`src/sv/idepc_pkg.sv`:
```
package idepc_pkg;

    typedef enum logic [2:0] {
        CMD_IO_READ    = 3'd0,
        CMD_IO_WRITE   = 3'd1,
        CMD_AUTOMAP    = 3'd2,
        CMD_SOFT_RESET = 3'd3,
        CMD_HARD_RESET = 3'd4
    } cmd_t;

    typedef enum logic [1:0] {
        ACC_NONE  = 2'd0,
        ACC_READ  = 2'd1,
        ACC_WRITE = 2'd2
    } access_t;

    localparam logic CFG_ENABLE = 1'b0;
    localparam logic CFG_WP     = 1'b1;

    localparam logic [7:0] IDE_PORT_MASK  = 8'hE3;
    localparam logic [7:0] IDE_PORT_MATCH = 8'hA3;
    localparam logic [7:0] CTRL_PORT      = 8'hE3;
    localparam int         CONMEM_BIT     = 7;
    localparam int         MAPRAM_BIT     = 6;
    localparam logic [7:0] CTRL_MAPRAM    = 8'h40;

    localparam int IN_W  = 32;
    localparam int OUT_W = 24;

    typedef struct packed {
        logic        automap_level;
        logic [7:0]  data;
        logic [15:0] port;
        logic [2:0]  cmd;
    } in_item_t;

    typedef struct packed {
        logic        high_bank_writable;
        logic [1:0]  high_bank_page;
        logic        low_bank_writable;
        logic        low_bank_source;
        logic        paged_in;
        logic        unclaimed_read;
        logic [7:0]  ide_wdata;
        logic [2:0]  ide_reg;
        logic [1:0]  ide_access;
    } out_item_t;

    typedef struct packed {
        logic       we;
        logic       index;
        logic       data;
    } cfg_wr_t;

    function automatic logic paging(input logic [7:0] ctrl, input logic automap,
                                    input logic wp);
        paging = ctrl[CONMEM_BIT] | (automap & (wp | ctrl[MAPRAM_BIT]));
    endfunction

endpackage

```
`src/sv/idepc_engine.sv`:
```
module idepc_engine #(
    parameter int PAGE_W = 2
) (
    input  logic                clk,
    input  logic                rst_n,
    input  idepc_pkg::cfg_wr_t  cfg,
    input  logic                step,
    input  idepc_pkg::in_item_t item,
    output idepc_pkg::out_item_t result
);
    import idepc_pkg::*;

    logic       enabled_reg;
    logic       wp_reg;
    logic [7:0] ctrl_reg;
    logic [7:0] ctrl_next;
    logic       automap_reg;
    logic       automap_next;
    logic       active_reg;
    logic       active_next;

    logic              ide_port;
    logic              ctrl_port;
    logic [PAGE_W-1:0] page;

    assign ide_port  = (item.port[7:0] & IDE_PORT_MASK) == IDE_PORT_MATCH;
    assign ctrl_port = item.port[7:0] == CTRL_PORT;

    always_comb
    begin
        ctrl_next    = ctrl_reg;
        automap_next = automap_reg;
        active_next  = active_reg;
        result       = '0;
        case (cmd_t'(item.cmd))
            CMD_IO_READ:
            begin
                if (ide_port)
                begin
                    result.ide_reg        = item.port[4:2];
                    result.ide_access     = enabled_reg ? ACC_READ : ACC_NONE;
                    result.unclaimed_read = !enabled_reg;
                end
            end
            CMD_IO_WRITE:
            begin
                if (enabled_reg && ide_port)
                begin
                    result.ide_access = ACC_WRITE;
                    result.ide_reg    = item.port[4:2];
                    result.ide_wdata  = item.data;
                end
                if (enabled_reg && ctrl_port)
                begin
                    ctrl_next   = item.data | (ctrl_reg & CTRL_MAPRAM);
                    active_next = paging(ctrl_next, automap_reg, wp_reg);
                end
            end
            CMD_AUTOMAP:
            begin
                automap_next = item.automap_level;
                active_next  = paging(ctrl_reg, item.automap_level, wp_reg);
            end
            CMD_SOFT_RESET, CMD_HARD_RESET:
            begin
                active_next = 1'b0;
                if (enabled_reg)
                begin
                    ctrl_next    = (item.cmd == CMD_HARD_RESET) ? 8'h00
                                                                : (ctrl_reg & CTRL_MAPRAM);
                    automap_next = 1'b0;
                    active_next  = paging(ctrl_next, 1'b0, wp_reg);
                end
            end
            default:
            begin
            end
        endcase

        // bank selection follows the state after the item
        page            = ctrl_next[PAGE_W-1:0];
        result.paged_in = active_next;
        if (active_next)
        begin
            result.high_bank_page = page[1:0];
            if (ctrl_next[CONMEM_BIT])
            begin
                result.low_bank_writable  = !wp_reg;
                result.high_bank_writable = 1'b1;
            end
            else if (ctrl_next[MAPRAM_BIT])
            begin
                result.low_bank_source    = 1'b1;
                result.high_bank_writable = page != PAGE_W'(3);
            end
            else
            begin
                result.high_bank_writable = 1'b1;
            end
        end
    end

    always_ff @(posedge clk or negedge rst_n)
    begin
        if (!rst_n)
        begin
            enabled_reg <= 1'b1;
            wp_reg      <= 1'b0;
            ctrl_reg    <= 8'h00;
            automap_reg <= 1'b0;
            active_reg  <= 1'b0;
        end
        else
        begin
            if (cfg.we && cfg.index == CFG_ENABLE)
                enabled_reg <= cfg.data;
            if (cfg.we && cfg.index == CFG_WP)
                wp_reg <= cfg.data;
            if (step)
            begin
                ctrl_reg    <= ctrl_next;
                automap_reg <= automap_next;
                active_reg  <= active_next;
            end
        end
    end

endmodule

```
`src/sv/ide_interface_paging_control_core.sv`:
```
// an accepted item is decoded between two register stages, the input and result registers
// throughput: one item per cycle unless m_tready stalls, from the single decode/paging stage
// an input register feeds the decode stage, a result register holds the output item
// reset: rst_n asynchronous active low; interface enabled, write protect off,
// control byte, automap and paging cleared, both pipeline stages empty
module ide_interface_paging_control_core #(
    parameter int RAM_PAGES = 4
) (
    input  logic                        clk,
    input  logic                        rst_n,
    input  logic                        cfg_we,
    input  logic                        cfg_index,
    input  logic                        cfg_data,
    input  logic                        s_tvalid,
    output logic                        s_tready,
    // cmd[2:0], port[18:3], data[26:19], automap_level[27], zero[31:28]
    input  logic [idepc_pkg::IN_W-1:0]  s_tdata,
    output logic                        m_tvalid,
    input  logic                        m_tready,
    // ide_access[1:0], ide_reg[4:2], ide_wdata[12:5], unclaimed_read[13],
    // paged_in[14], low_bank_source[15], low_bank_writable[16],
    // high_bank_page[18:17], high_bank_writable[19], zero[23:20]
    output logic [idepc_pkg::OUT_W-1:0] m_tdata
);
    import idepc_pkg::*;

    localparam int PAGE_W = $clog2(RAM_PAGES);

    logic      in_valid_reg;
    in_item_t  in_item_reg;
    logic      out_valid_reg;
    out_item_t out_item_reg;
    out_item_t result;
    cfg_wr_t   cfg;
    logic      advance;

    assign cfg.we    = cfg_we;
    assign cfg.index = cfg_index;
    assign cfg.data  = cfg_data;

    assign advance  = !out_valid_reg || m_tready;
    assign s_tready = !in_valid_reg || advance;

    idepc_engine #(
        .PAGE_W (PAGE_W)
    ) u_engine (
        .clk    (clk),
        .rst_n  (rst_n),
        .cfg    (cfg),
        .step   (in_valid_reg && advance),
        .item   (in_item_reg),
        .result (result)
    );

    always_ff @(posedge clk or negedge rst_n)
    begin
        if (!rst_n)
        begin
            in_valid_reg  <= 1'b0;
            out_valid_reg <= 1'b0;
        end
        else
        begin
            if (s_tready)
                in_valid_reg <= s_tvalid;
            if (advance)
                out_valid_reg <= in_valid_reg;
        end
    end

    always_ff @(posedge clk)
    begin
        if (s_tvalid && s_tready)
            in_item_reg <= in_item_t'(s_tdata[$bits(in_item_t)-1:0]);
        if (in_valid_reg && advance)
            out_item_reg <= result;
    end

    assign m_tvalid = out_valid_reg;
    assign m_tdata  = {{(OUT_W - $bits(out_item_t)){1'b0}}, out_item_reg};

`ifndef SYNTHESIS
    a_ready_when_empty: assert property (@(posedge clk) disable iff (!rst_n)
        !out_valid_reg |-> s_tready)
        else $error("input stalled with empty result register");

    a_unclaimed_no_access: assert property (@(posedge clk) disable iff (!rst_n)
        m_tvalid && out_item_reg.unclaimed_read |-> out_item_reg.ide_access == ACC_NONE)
        else $error("unclaimed read reported as an access");

    a_banks_idle: assert property (@(posedge clk) disable iff (!rst_n)
        m_tvalid && !out_item_reg.paged_in |->
            out_item_reg.high_bank_page == 2'd0 && !out_item_reg.low_bank_source
            && !out_item_reg.low_bank_writable && !out_item_reg.high_bank_writable)
        else $error("bank fields set while paged out");

    a_item_moves: assert property (@(posedge clk) disable iff (!rst_n)
        in_valid_reg && advance |=> out_valid_reg)
        else $error("item lost between stages");
`endif

endmodule

```
`config.mk`:
```
export PLATFORM = sky130hd
export DESIGN_NAME = ide_interface_paging_control_core
export DESIGN_NICKNAME = d
export VERILOG_FILES = /design/src/sv/idepc_pkg.sv /design/src/sv/idepc_engine.sv /design/src/sv/ide_interface_paging_control_core.sv
export SDC_FILE = /design/constraint.sdc
export NUM_CORES = 1
export LEC_CHECK = 0
export BUFFER_PORTS_ARGS = -buffer_cell sky130_fd_sc_hd__buf_2
export CORE_MARGIN = 2
export CORE_UTILIZATION = 58
export CTS_BUF_LIST = sky130_fd_sc_hd__clkbuf_8
export DETAILED_ROUTE_END_ITERATION = 10
export MAX_ROUTING_LAYER = met4
export PLACE_DENSITY = 0.87
export SETUP_SLACK_MARGIN = 0.5
export SLEW_MARGIN = 0
export SYNTH_ARGS = -nofsm -noshare
export SYNTH_HDL_FRONTEND = slang
export SYNTH_HIERARCHICAL = 1
export SYNTH_SLANG_ARGS = --single-unit
```
`constraint.sdc`:
```
create_clock -name clk -period 6.4 [get_ports clk]
set_input_delay 0.64 -clock clk [delete_from_list [all_inputs] [get_ports clk]]
set_output_delay 0.64 -clock clk [all_outputs]
set_load 0.005 [all_outputs]
```
==> impl_metrics.toml, run 1 <==
[final_layout]
n_antenna_cell = 0
area_growth_pct = 17.7
drive_gt1_frac = 0.391
design_area_mm2 = 0.00248
fin_util = 0.725
finalNetCount = 231
fill_cells = 249
instances_no_fill = 238

[worst_setup_path]
arrival_ns = 2.23
required_ns = 6.43
end_kind = "flop"
critPathSlowestCell = "dfstp_2"
worstPathCellList = "or3b_4, nor3_4, mux2i_1, a211oi_4, nor3b_1"
path_class = "flop to flop"
reg2reg_depth = 5
slowest_delay_ns = 0.60
crit_fanout = 8
crit_path_start_kind = "flop"

[clock_network]
clock-sinks = 50
holdBufCountCts = 0
clk_latency_ns = 0.30
cts_tree = "yes"
ctsLongestPathBuffers = 2
clkTransAtPathRegs_ns = 0.08
clock-root-buffer = "clkbuf_8"
cts_setup_buffers = 0
numCtsBuffers = 5
cts_max_level = 2
cts_resized = 0

[floorplanning]
start_util = 0.616
io_pins = 65
core_mm2 = 0.00342
num_rows = 21
fp.dieH_um = 64.2
die_w_um = 64.2
design.die.area_mm2 = 0.00413

[sta]
tns_ns = 0
maxSlewViolCount = 0
worst_pin_slew_ns = 0.752
slew_headroom = 0.495
setup_viol = 0
finalCritPeriodShare = 0.344
fin_crit_ns = 2.20
holdWs_ns = 0.191
rsz0062_at_grt = "false"
setup_slack_ns = 4.20
max_freq_mhz = 454
finalHoldViolCount = 0
fin_skew_ns = 0.00703

[global_route]
track_usage = 0.189
grt_pass1_wl_um = 5590
grt_pass1_vias = 1186
overflow = 0
grt_max_degree = 33
antenna_found_initial = 0

[placed_design]
dp_worst_setup_slack_ns = 4.22
placed_cell_area_mm2 = 0.00237
io_buffers = 48
gp_congestion = 0.814
hpwlAfterDp_um = 2510
placed_cells = 231

[power]
ir_drop_mv = 0.254
leakagePower_nw = 1.01
powerDensity_mw_per_mm2 = 288
p_total_mw = 0.713

[routing]
drt_iter0_drc = 50
routed_wl_um = 3320
drt_pass1_iterations = 4
vias = 1273
viasPerCell = 5.35
avgRoutedWirePerCell_um = 14.0
drtAntennaViolNets = 0
route.detailed.drc = 0

[yosys]
syn-instance-count = 140
syn_avg_cell_area_um2 = 15.0
syn-cell-area_mm2 = 0.00210
yosys_warnings = 6

[flow_run]
cap_violations = 0

[status]
status = "finished clean"

[min_path]
worstHoldPathType = "input port to async pin"
-- area by class of cell --
type	instances	area [um^2]	area share
clock buffer	5	68.8	0.0278
clock inverter	2	33.8	0.0136
inverter	2	7.51	0.00303
multi-input combinational	84	609	0.246
tap	46	57.6	0.0232
timing repair buffer	49	248	0.100
sequential	50	1450	0.586
-- critical path, delay by kind of cell, from the launching register on --
family / cells / cell delay [ns]
AND/OR/NAND/NOR: 3 / 0.75
AO/OA/AOI/OAI: 1 / 0.44
multiplexers: 1 / 0.15
flip-flops: 1 / 0.60
-- cells in the final DEF (no fill, tap or decap), types with 3 or more instances in the layout --
cell / instances
nor2_1: 11
conb_1: 4
clkbuf_8: 5
dfrtp_1: 9
and2_1: 9
buf_2: 48
and3_1: 3
a21oi_1: 6
nor3_1: 4
nand2_1: 5
nand2b_1: 4
edfxtp_1: 40
-- report_power, final --
group | total (mW) | internal [mW] | switching, mW
combinational | 0.0969 | 0.0458 | 0.0511
sequential | 0.413 | 0.390 | 0.0228
clock | 0.203 | 0.113 | 0.0903
-- per-layer routing --
| layer | vias up | part of all wire | track usage |
|---|---|---|---|
| met1 | 608 | 0.39 | 0.216 |
| li1 | 613 | - | - |
| met4 | 0 | 0.011 | 0.0691 |
| met2 | 47 | 0.54 | 0.318 |
| met3 | 5 | 0.066 | 0.0546 |
| met5 | - | 0 | - |
-- final timing paths --
check / startpoint / to / slack (ns)
min in group clk: u_engine/automap_reg / u_engine/automap_reg / 0.49
max: u_engine/enabled_reg / m_tdata[15] / 4.20
min reg2reg: u_engine/automap_reg / u_engine/automap_reg / 0.49
min: rst_n / u_engine/ctrl_reg[0] / 0.19
max in group asynchronous: rst_n / u_engine/enabled_reg / 5.94
max reg2reg: u_engine/enabled_reg / m_tdata[15] / 4.20
Note: power is estimated with default switching activity, not from simulation.
==> run 2, diff against run 1 <==
Settings changed: ABC_AREA set to 1, CORE_UTILIZATION 58 to 49, PLACE_DENSITY 0.87 to 0.79.
Clock period 6.4 ns to 1.8 ns, I/O delays scaled along.
==> run 2 against run 1 <==
  * Combinational power grew to 2.7 times the previous value
  * Utilization is 6.3 points lower
  * Synthesized cell count is 37% higher
  * Worst hold slack lost 0.14 ns
  * Fmax increased by 36%
  * Sequential power grew to 3.3 times the previous value
  * Routed wire length up 12%
  * Critical endpoint is now m_tdata[17]
==> impl_metrics.toml, run 2 <==
[status]
status = "finished clean"

[sta]
setup_viol = 0
max_freq_mhz = 617
finalCritPeriodShare = 0.901
tns_ns = 0
finalHoldViolCount = 0
maxSlewViolCount = 0
holdWs_ns = 0.0485
fin_crit_ns = 1.62
fin_skew_ns = 0.00938
rsz0062_at_grt = "true"

[worst_setup_path]
crit_path_start_kind = "flop"
reg2reg_depth = 6
crit_cells = 6
arrival_ns = 1.69
critPathSlowestCell = "edfxtp_1"
end_kind = "flop"
crit_fanout = 6
required_ns = 1.87
worst-path-buf-inv = 2
r2r_start = "in_item_reg[2]"
rr_endpoint = "m_tdata[17]"
worstPathCellList = "nor3_4, inv_2, buf_4, nand3_1, nand3_2, and2_1"
path_delay_family = "simple AND/OR/NAND/NOR gates"
slowest_delay_ns = 0.46
rrSetupSlack_ns = 0.18
path_class = "flop to flop"

[yosys]
syn-instance-count = 192
syn-cell-area_mm2 = 0.00209
syn_avg_cell_area_um2 = 10.9
yosys_warnings = 6

[floorplanning]
start_util = 0.515
num_rows = 23
core_mm2 = 0.00406
design.die.area_mm2 = 0.00480
die_w_um = 69.3
fp.dieH_um = 69.3
io_pins = 65

[global_route]
grt_max_degree = 21
antenna_found_initial = 0
track_usage = 0.170
overflow = 0
grt_pass1_vias = 1440
grt_pass1_wl_um = 6150

[routing]
routed_wl_um = 3710
route.detailed.drc = 0
vias = 1486
viasPerCell = 4.84
avgRoutedWirePerCell_um = 12.1
drt_iter0_drc = 86
drt_pass1_iterations = 4
drtAntennaViolNets = 0

[power]
leakagePower_nw = 1.15
ir_drop_mv = 0.706
powerDensity_mw_per_mm2 = 887

[final_layout]
area_growth_pct = 28.7
fill_cells = 293
fin_util = 0.662
drive_gt1_frac = 0.412
layout_common_cells = "buf_2 (48), edfxtp_1 (40), inv_1 (27)"
finalNetCount = 295
n_antenna_cell = 0
final_common_cell = "buf_2"

[min_path]
hp-start = "s_tdata[20]"
whs_endpoint = "in_item_reg[20]"
min_path_cells = 1
worstHoldPathType = "input port to flop"

[clock_network]
numCtsBuffers = 5
clock-sinks = 50
ctsLongestPathBuffers = 2
clkTransAtPathRegs_ns = 0.08
clock-root-buffer = "clkbuf_8"
clk_latency_ns = 0.30
cts_max_level = 2
cts_tree = "yes"

[placed_design]
hpwlAfterDp_um = 2540
io_buffers = 48
gp_congestion = 0.887

[flow_run]
cap_violations = 0
-- run 2: worst register-to-register path, delay by kind of cell, from the launching register on --
| kind | cells | cell delay, ns |
|---|---|---|
| simple gates | 4 | 0.65 |
| buf+inv | 2 | 0.28 |
| flops | 1 | 0.46 |
-- run 2: layout make-up --
cell class	instances	area [um^2]	share of cell area
multi-input combinational	107	597	0.222
inverter	33	133	0.0493
timing repair buffer	56	314	0.117
sequential	50	1450	0.541
tap	50	62.6	0.0233
clock buffer	5	68.8	0.0256
timing repair inverter	3	22.5	0.00838
clock inverter	3	37.5	0.0140
-- run 2: how the worst max path moves through the flow --
stage / start / end / slack, ns
floorplan: in_item_reg[2] / m_tdata[17] / 0.32
global placement: in_item_reg[0] / m_tdata[19] / 0.24
detailed placement: u_engine/enabled_reg / m_tdata[19] / 0.23
CTS: u_engine/enabled_reg / m_tdata[17] / 0.27
global route: in_item_reg[2] / m_tdata[17] / 0.07
finish: in_item_reg[2] / m_tdata[17] / 0.18
-- run 2: repair_timing --
item / in CTS / in global routing
gates resized for setup: 22 / 20
hold endpoints to repair: 10 / 0
setup endpoints to repair: 42 / 55
pin swaps: 4 / 7
gates cloned: 2 / 1
buffers inserted: 2 / 2
hold buffers: 1 / 0
-- run 2: stage by stage --
stage | instances | setup slack, ns | area (um^2) | total power [mW]
after floorplan | 195 | 0.321 | 2120 | 1.54
after global placement | 291 | 0.235 | 2410 | 1.63
after detailed placement | 291 | 0.231 | 2410 | 1.64
after CTS | 304 | 0.271 | 2610 | 2.38
after global routing | 307 | 0.0734 | 2690 | 2.50
final | 307 | 0.178 | 2690 | 2.38
-- run 2: layer usage --
metal	track usage	wire length [um]	up-vias
met2	0.267	1820	57
met4	0.0828	119	0
met3	0.0538	254	10
met5	-	0	-
li1	-	-	755
met1	0.199	1520	664
-- run 2: where the power goes --
group / total [mW] / switching [mW] / internal [mW]
logic: 0.264 / 0.165 / 0.0995
registers: 1.38 / 0.0354 / 1.34
clock network: 0.739 / 0.335 / 0.404
